===== src/rtl/assert_macros.svh =====
// Assertion macros used by the top level of the indexed list.
`ifndef ASSERT_MACROS_SVH
`define ASSERT_MACROS_SVH

// Check a property on every clock edge outside reset.
`define ILI_ASSERT(lbl, prop, msg) \
  lbl: assert property (@(posedge clk_i) disable iff (!rst_ni) (prop)) else $error(msg);

// Check that a condition in one cycle implies another in the next cycle.
`define ILI_ASSERT_NEXT(lbl, pre, post, msg) \
  lbl: assert property (@(posedge clk_i) disable iff (!rst_ni) (pre) |=> (post)) \
    else $error(msg);

`endif


===== src/rtl/ili_pkg.sv =====
// Types and constants of the indexed list block.
package ili_pkg;

  localparam int DEPTH   = 64;
  localparam int IDX_W   = 6;
  localparam int CNT_W   = 7;
  localparam int POS_W   = 7;
  localparam int VAL_W   = 32;

  typedef enum logic [2:0] {
    KIND_CLEAR     = 3'd0,
    KIND_INSERT    = 3'd1,
    KIND_OVERWRITE = 3'd2,
    KIND_DELETE    = 3'd3,
    KIND_READ      = 3'd4,
    KIND_DUMP      = 3'd5
  } kind_e;

  typedef enum logic [1:0] {
    STAT_OK    = 2'd0,
    STAT_FULL  = 2'd1,
    STAT_EMPTY = 2'd2,
    STAT_RANGE = 2'd3
  } status_e;

  typedef enum logic [2:0] {
    CELL_HOLD,
    CELL_INS,
    CELL_OVW,
    CELL_DEL,
    CELL_ROT
  } cell_op_e;

  typedef enum logic {
    ST_IDLE,
    ST_ROT
  } state_e;

  // Command broadcast to every cell of the chain.
  typedef struct packed {
    cell_op_e         op;
    logic [POS_W-1:0] pos;       // target position of an edit
    logic [CNT_W-1:0] last_idx;  // highest occupied position during rotation
  } cell_cmd_t;

endpackage


===== src/rtl/ili_cell.sv =====
// One storage cell of the list chain.
module ili_cell
  import ili_pkg::*;
(
  input  logic                    clk_i,
  input  cell_cmd_t               cmd_i,
  input  logic [IDX_W-1:0]        idx_i,
  input  logic signed [VAL_W-1:0] value_i,
  input  logic signed [VAL_W-1:0] left_i,
  input  logic signed [VAL_W-1:0] right_i,
  input  logic signed [VAL_W-1:0] wrap_i,
  output logic signed [VAL_W-1:0] entry_o
);

  logic signed [VAL_W-1:0] entry_q, entry_d;
  logic [POS_W-1:0]        my_pos;

  assign my_pos = {1'b0, idx_i};

  always_comb begin
    entry_d = entry_q;
    case (cmd_i.op)
      CELL_INS: begin
        if (my_pos > cmd_i.pos) begin
          entry_d = left_i;
        end else if (my_pos == cmd_i.pos) begin
          entry_d = value_i;
        end
      end
      CELL_OVW: begin
        if (my_pos == cmd_i.pos) begin
          entry_d = value_i;
        end
      end
      CELL_DEL: begin
        if (my_pos >= cmd_i.pos) begin
          entry_d = right_i;
        end
      end
      CELL_ROT: begin
        // close the ring at the last occupied cell
        if (my_pos == cmd_i.last_idx) begin
          entry_d = wrap_i;
        end else if (my_pos < cmd_i.last_idx) begin
          entry_d = right_i;
        end
      end
      default: begin
        entry_d = entry_q;
      end
    endcase
  end

  always_ff @(posedge clk_i) begin
    entry_q <= entry_d;
  end

  assign entry_o = entry_q;

endmodule


===== config.mk =====
export PLATFORM = sky130hd
export DESIGN_NAME = ili_cell
export DESIGN_NICKNAME = d
export VERILOG_FILES = /design/src/rtl/assert_macros.svh /design/src/rtl/ili_pkg.sv /design/src/rtl/ili_cell.sv
export SDC_FILE = /design/constraint.sdc
export NUM_CORES = 1
export LEC_CHECK = 0
export BUFFER_PORTS_ARGS = -buffer_cell sky130_fd_sc_hd__clkbuf_2
export CAP_MARGIN = 20
export CORE_UTILIZATION = 39
export DETAILED_ROUTE_END_ITERATION = 8
export PLACE_DENSITY_LB_ADDON = 0.2
export SLEW_MARGIN = 40
export SYNTH_ARGS = -nofsm -noshare
export SYNTH_HDL_FRONTEND = slang
export SYNTH_SLANG_ARGS = --single-unit

===== constraint.sdc =====
create_clock -name clk_i -period 4.25 [get_ports clk_i]
set_input_delay 1.0625 -clock clk_i [delete_from_list [all_inputs] [get_ports clk_i]]
set_output_delay 1.0625 -clock clk_i [all_outputs]
set_load 0.02 [all_outputs]

Word-level counts from Yosys, hierarchy flattened:

Cells that the tools add are included.
Widths: inputs -> output; s select.

* flip-flop bits (word level): 32
* bits of input ports: 152
* output and inout port bits: 32
* word-level logic and storage cells: 20

* order comparisons: 3
* eq/ne operators: 8
* muxes and demuxes: 6
* reduce and logical (&&, ||, !) cells: 2

Operators by type and width (count)
* $mux 32: 5
* $pmux 32 s4: 1
* $eq 6x7->1: 2
* $ge 6x7->1: 1
* $gt 6x7->1: 1
* $lt 6x7->1: 1
* $eq 3x2->1 const B: 2
* $reduce_bool 4->1: 1
* $eq 3x1->1 const B: 1
* $eq 3x3->1 const B: 1
* $ne 3x3->1 const B: 1
* $reduce_and 3->1: 1
* $ne 2x2->1 const B: 1

Depth between registers and ports, before layout:

Gate-level depths: netlist (run 1).

* depth after elaboration: 4
* depth in mapped cells: 9

Worst setup path after synthesis (run 1):

Ideal clock, no wire load.

* path type: input -> register
* start: in cmd_i[11] (netlist bit)
* end: reg entry_q[0], in the netlist entry_o[0], enable pin
* library setup time: 0.432 ns
* arrival time: 3.867 ns
* required time: 3.818 ns
* slack: -0.049 ns
* stages on the path: 8
* path buffers: 1
* path through: inv_1 -> ha_1 -> a211oi_1 -> nor3_1 -> a21o_1 -> clkbuf_1 -> o31ai_1 -> a21oi_1

* word-level cells in the longest chain between the ends: 3

RTL lines
* start: declaration: line ili_cell.sv:6 `input cell_cmd_t cmd_i,`
* $ge 6x7->1: line ili_cell.sv:36 `if (my_pos >= cmd_i.pos) begin`
* $ne 2x2->1 (no source line)
* $reduce_and 3->1 (no source line)
* end signal: assignment: line ili_cell.sv:55 `entry_q <= entry_d;`
* end: declaration: line ili_cell.sv:15 `logic signed [VAL_W-1:0] entry_q, entry_d;`

Every way passes these cells.
A chain may end at the register's enable or synchronous reset.

Worst setup path after layout (run 1):

* start: in cmd_i[12] (netlist bit)
* end: reg entry_q[15], in the netlist entry_o[15] (data pin)

* word-level cells in the longest chain between the ends: 4

RTL lines
* branches (longest 3 deep; another with $gt 6x7->1)
* $pmux 32 s4 *: line ili_cell.sv:22 `case (cmd_i.op)`
* net entry_d[15]: line ili_cell.sv:15

Mark *: on every way through the listed nets, which the timed path passes.

==> results of run 1 <==
==> kinds of logic (layout without fill, tap and decap cells) <==
logic type / after synthesis / in the layout / synth area share (%)
flops: 32 / 32 / 33.8
buf+inv: 41 / 215 / 6.29
mux: 18 / 18 / 9.50
compound gates: 125 / 125 / 33.2
fa+ha+maj: 12 / 12 / 5.28
simple gates: 67 / 67 / 12.0
==> layout make-up <==
type                    count  area (um2)  area share (%)
clock buffers               5        68.8            1.72
inverters                  14        52.6            1.32
clock inverters             3        37.5           0.940
repair buffers            193        1010            25.2
flip-flops and latches     32         961            24.1
multi-input cells         222        1750            43.8
well taps                  96         120            3.01
==> power breakdown <==
group	switching [uW]	internal [uW]	total, uW
logic	202	184	386
registers	29.9	404	434
clock network	106	170	277
total	338	759	1100
==> how the worst max path moves through the flow <==
stage                     startpoint          end  slack (ps)
final                      cmd_i[12]  entry_o[15]        1240
after global routing       cmd_i[12]  entry_o[18]        1060
after CTS                   cmd_i[8]  entry_o[15]        1100
after detailed placement   cmd_i[12]  entry_o[23]         810
after global placement     cmd_i[12]  entry_o[23]         830
after floorplan            cmd_i[11]   entry_o[0]         640
==> metrics by stage <==
stage | cell area (um2) | total power, uW | utilization, % | hold WS, ps
floorplan | 2850 | 661 | - | 742
global placement | 3850 | 813 | 55.7 | 613
detailed placement | 3880 | 826 | 56.2 | 632
CTS | 3990 | 1100 | 57.7 | 650
global route | 4000 | 1160 | 57.8 | 674
finish | 4000 | 1100 | 57.8 | 648
==> per-layer routing <==
| metal | up-vias | global-route usage [%] | share of wire, % |
|---|---|---|---|
| met5 | - | 0 | 0 |
| met4 | 0 | 6.11 | 1.4 |
| met3 | 14 | 4.36 | 7.7 |
| met2 | 164 | 42.5 | 49 |
| met1 | 1536 | 29.6 | 42 |
| li1 | 1572 | - | - |
==> synth_stat cells, drive strengths merged, types with 11 or more instances <==
cell	n
clkbuf	16
o211ai	14
o221ai	32
a31oi	14
and3	14
a222oi	18
o21ai	20
edfxtp	32
mux2	18
a22oi	14
buf	11
ha	12
nor2	39
inv	14
==> worst register-to-register path, delay by kind of cell, from the launching register on <==
kind	cells	cell delay, ps
mux	1	280
compound gates	2	430
flops	1	440
==> layout by cell type, fill, tap and decap left out, types with 2 or more instances in the layout <==
cell type,count
clkbuf_2,183
nor2_1,38
o221ai_1,32
edfxtp_1,32
mux2_4,18
a222oi_1,18
o21ai_1,18
inv_1,14
and3_1,14
a31oi_1,14
a22oi_1,14
o211ai_1,14
ha_1,12
buf_4,8
clkbuf_8,5
a21oi_1,4
a21o_1,3
nand3_1,2
nand2_1,2
clkinv_1,2
buf_8,2
==> metrics, run 1 <==
postcts setup bufs 0; Final Non-Filler Cells 565; GP Congestion 0.808; TritonCTS clock tree built; RR Endpoint entry_o[19]; Final Max Tran Viols 0; WS Path Type input pin to register; critical path arrival 3020 ps; DRC viols 0; critical path's slowest cell or2_4; # IOs 184; status finished, final reports clean; Slew Limit Headroom 55.8%; die area 7640 um2; synthesized area 2850 um2; Place WS 809 ps; dpl hpwl 6.83 mm; predominant post-synthesis flop cell edfxtp_1; Clk pin slew, worst setup/hold paths 70 ps; final hold vios 0; largest net degree at the start of global routing 46; Clock Tree Root clkbuf_8; Total GRT Usage 23.9%; Setup WS post-layout 1240 ps; Period Utilization, post-route 70.9%; Power Dens Cells 275 nW/um2; share of cells above drive strength 1 48.2%; Site Rows 30; async set-reset flop share out of synthesis 0%; YS warnings 0; Largest register FFs 32; share of the synthesized area in the top cell type 33.8%; die height 87.4 um; routed vias 3,286; Top Family by Delay on Critical Path simple AND/OR/NAND/NOR gates; Final setup viols 0; leakage power 0.00192 uW; post-layout min period 3010 ps; VDD IR max 128 uV; vias in the first global route 3,085; startpoint types input pin; CORE AREA 6910 um2; Yosys reg bits 32; fmax 332 MHz; cell count after placement 557; later-pin clock latency in the skew report 280 ps; buffers plus inverters on the worst setup path 3; syn nets 459; syn avg cell area 9.64 um2; clk sinks 32; hold path startpoint entry_o[29]; port bufs 183; Post-Route Setup TNS 0 ps; Total Nets Final 632; Critical Path, Cell by Cell clkbuf_2 > inv_1 > ha_1 > nand4b_4 > or2_4 > o21ai_4 > buf_4 > nor2_1 > o211ai_1; Worst path max stage delay 560 ps; launch point of the worst reg-to-reg path entry_o[19]; drt wl/cell 16.2 um; unrepaired setup endpoints after global routing no; Inserted Clock Buffers 5; Post-Synthesis Cells 295; CP Depth 9; Initial Util 41.2%; total wire length 9.16 mm; Initial DRC Count 242; skew final 0 ps; Max FO, Critical Path 45; ant diodes 0; CTS Buffer Depth 2; Worst-Margin Slew 654 ps; Max Cap Viol 0; global-route wire length before repair 14.4 mm; H-tree levels 2; Synth area leader edfxtp_1; Setup crit end kind register; area grow syn2layout 40.4%; Seq/Total Area, Yosys 33.8%; Reg2Reg Setup Slack 2840 ps; post-synth cell types 33; Hold Path Sink entry_o[29]; fillers 701; Worst EP required 4260 ps; cts hold-fix bufs 0; DR vias/cell 5.82; DR pass1 iterations 7; Worst Reg-to-Reg Cells 3; top cells by area, synth edfxtp_1 (34%), o221ai_1 (9.9%), mux2_4 (9.5%); Final ANT Viol Nets 0; Die X-Extent 87.4 um; initial antenna violation count 0; cts repair resizes 0; Post-synth EDFFs 32; gr ovfl total 0; worst hold path class register to register; worst hold path stage count 2
(Power assumes the default switching activity.)
==> inputs of run 2 (changes only) <==
Settings changed: ABC_AREA from default to 1, CORE_UTILIZATION 39 to 43.
Clock period 4.25 ns to 2.7 ns, I/O delays scaled along.
==> run 2 against run 1 <==
Effect of this change:
- non-clock buffer count increased by 12
- flip-flop and latch count unchanged
- combinational power increased by 110%
- sequential power increased by 58%
- synthesized cell count increased by 120%
- critical path type unchanged
- highest routed layer unchanged
- first-iteration DRC count increased by 22%
==> metrics, run 2 <==
status finished, final reports clean (unchanged); post-route cell area 5060 um2 (was 4000 um2); share of the synthesized area in the top cell type 24.8% (was 33.8%); Yosys reg bits 32 (unchanged); fmax 483 MHz; synthesized area 3870 um2 (was 2850 um2); WS Path Type input pin to register (unchanged); Largest register FFs 32 (unchanged); Worst-Margin Slew 447 ps (was 654 ps); leakage power 0.00299 uW (was 0.00192 uW); later-pin clock latency in the skew report 290 ps (was 280 ps); Site Rows 34 (was 30); # IOs 184 (unchanged); predominant post-synthesis flop cell edfxtp_1 (unchanged); die height 96.9 um (was 87.4 um); Seq/Total Area, Yosys 24.8% (was 33.8%); largest net degree at the start of global routing 45 (was 46); Worst EP required 2690 ps (was 4260 ps); Logic pwr share 41.4% (was 35.2%); Clk network pwr share 22.9% (was 25.2%); initial antenna violation count 0 (unchanged); port bufs 183 (unchanged); Post-Route Setup TNS 0 ps (unchanged); Initial DRC Count 295 (was 242); clk sinks 32 (unchanged); worst hold path class input pin to register (was register to register); dpl hpwl 9.44 mm (was 6.83 mm); TritonCTS clock tree built (unchanged); Period Utilization, post-route 76.7%; most frequent cells in the layout nand2_1 (242), clkbuf_2 (183), nand3_1 (129) (was clkbuf_2 (183), nor2_1 (38), o221ai_1 (32), edfxtp_1 (32)); Placed Area 4960 um2 (was 3880 um2); post-layout min period 2070 ps; Hold WS 764 ps (was 648 ps); total wire length 12.8 mm (was 9.16 mm); final hold vios 0 (unchanged); Inserted Clock Buffers 5 (unchanged); P_sw 698 uW (was 338 uW); startpoint types input pin (unchanged); H-tree levels 2 (unchanged); critical path arrival 2070 ps (was 3020 ps); cts hold-fix bufs 0 (unchanged); YS warnings 0 (unchanged); Clk pin slew, worst setup/hold paths 70 ps (about the same); skew final 0 ps (unchanged); postcts setup bufs 0 (unchanged); P_int 1220 uW (was 759 uW); Final ANT Viol Nets 0 (unchanged); Total Nets Final 994 (was 632); DR pass1 iterations 5 (was 7); async set-reset flop share out of synthesis 0% (unchanged); unrepaired setup endpoints after global routing no (unchanged); top cells by area, synth edfxtp_1 (25%), nand2_1 (24%), nand3_1 (17%) (was edfxtp_1 (34%), o221ai_1 (9.9%), mux2_4 (9.5%)); CORE AREA 8720 um2 (was 6910 um2); post-synth cell types 18 (was 33); Power Dens Cells 379 nW/um2 (was 275 nW/um2); gr ovfl total 0 (unchanged); Die X-Extent 96.9 um (was 87.4 um); Synth area leader edfxtp_1 (unchanged); Max Cap Viol 0 (unchanged); commonest non-fill, non-tap cell in the layout nand2_1 (was clkbuf_2); routed vias 4,832 (was 3,286); Max FO, Critical Path 16 (was 45); most common cell in the netlist nand2_1 (was nor2_1); cts repair resizes 0 (unchanged); syn avg cell area 5.89 um2 (was 9.64 um2); Switching Fraction 36.4% (was 30.8%); part of the power in registers 35.7% (was 39.5%); Clock Tree Root clkbuf_8 (unchanged); vias in the first global route 4,551 (was 3,085); DRC viols 0 (unchanged); Post-synth EDFFs 32 (unchanged); drt wl/cell 13.6 um (was 16.2 um); Post-Synthesis Cells 658 (was 295); Reg2Reg Setup Slack 1580 ps (was 2840 ps); area grow syn2layout 30.7% (was 40.4%); VDD IR max 253 uV (was 128 uV); Final Max Tran Viols 0 (unchanged); top post-synthesis cells by count nand2_1 (243), nand3_1 (129), inv_1 (80) (was nor2_1 (39), edfxtp_1 (32), o221ai_1 (32)); DR vias/cell 5.15 (was 5.82); ant diodes 0 (unchanged); Setup crit end kind register (unchanged); Initial Util 44.4% (was 41.2%); syn nets 822 (was 459); Slew Limit Headroom 70.2% (was 55.8%); CTS Buffer Depth 2 (unchanged); Total GRT Usage 27.3% (was 23.9%); global-route wire length before repair 21.1 mm (was 14.4 mm); Final setup viols 0 (unchanged); share of cells above drive strength 1 27.1% (was 48.2%); die area 9390 um2 (was 7640 um2); GP Congestion 0.860 (was 0.808)
## run 2: metal layers
| metal | up-vias | share of wire [%] | track usage [%] |
|---|---|---|---|
| li1 | 2453 | - | - |
| met2 | 244 | 48 | 47.0 |
| met4 | 0 | 1.5 | 7.81 |
| met1 | 2117 | 43 | 35.6 |
| met3 | 18 | 7.4 | 3.76 |
| met5 | - | 0 | 0 |
## run 2: kinds of logic (layout without fill, tap and decap cells)
logic type,after synthesis,in the layout,synth area share (%)
AOI/OAI and AO/OA,41,41,5.30
adders and majority gates,12,12,3.88
buffers and inverters,124,297,13.6
DFF,32,32,24.8
and+or+nand+nor,449,449,52.5
## run 2: path summary, 6_finish.rpt
| check | from | to | cells after the start |
|---|---|---|---|
| setup / recovery | cmd_i[9] | entry_o[13] | 10 |
| hold / removal | right_i[9] | entry_o[9] | 5 |
| setup reg to reg | entry_o[21] | entry_o[21] | 6 |
| hold reg to reg | entry_o[13] | entry_o[13] | 6 |
## run 2: per-stage QoR
step | cells | total power, uW | setup WS, ps | util (%)
6_report | 939 | 1920 | 629 | 58.1
5_1_grt | 939 | 2050 | 528 | 58.1
4_1_cts | 939 | 1930 | 642 | 58.1
3_5_place_dp | 931 | 1490 | 346 | 56.9
3_3_place_gp | 931 | 1470 | 374 | 56.9
2_1_floorplan | 658 | 1170 | 20.4 | -
## run 2: final cells by class
| type | instances | area, um2 |
|---|---|---|
| Fill cell | 876 | 3660 |
| Multi-Input combinational cell | 502 | 2420 |
| Timing Repair Buffer | 205 | 1130 |
| Sequential cell | 32 | 961 |
| Inverter | 84 | 315 |
| Tap cell | 108 | 135 |
| Clock buffer | 5 | 68.8 |
| Clock inverter | 3 | 37.5 |
## run 2: worst max-delay path: stages
cell	delay, ps
clkbuf_2	80
inv_1	30
ha_1	310
nand2_1	100
nor2_4	160
nand2_2	110
nand2_1	70
o21ai_0	130
a21oi_4	220
buf_12	190
## run 2: power by group through the flow
stage          combinational (uW)  clock (uW)  sequential, uW
2_1_floorplan                 408           0             761
5_1_grt                       887         471             692
3_3_place_gp                  777           0             695
6_report                      794         440             685
4_1_cts                       797         451             684
3_5_place_dp                  794           0             693
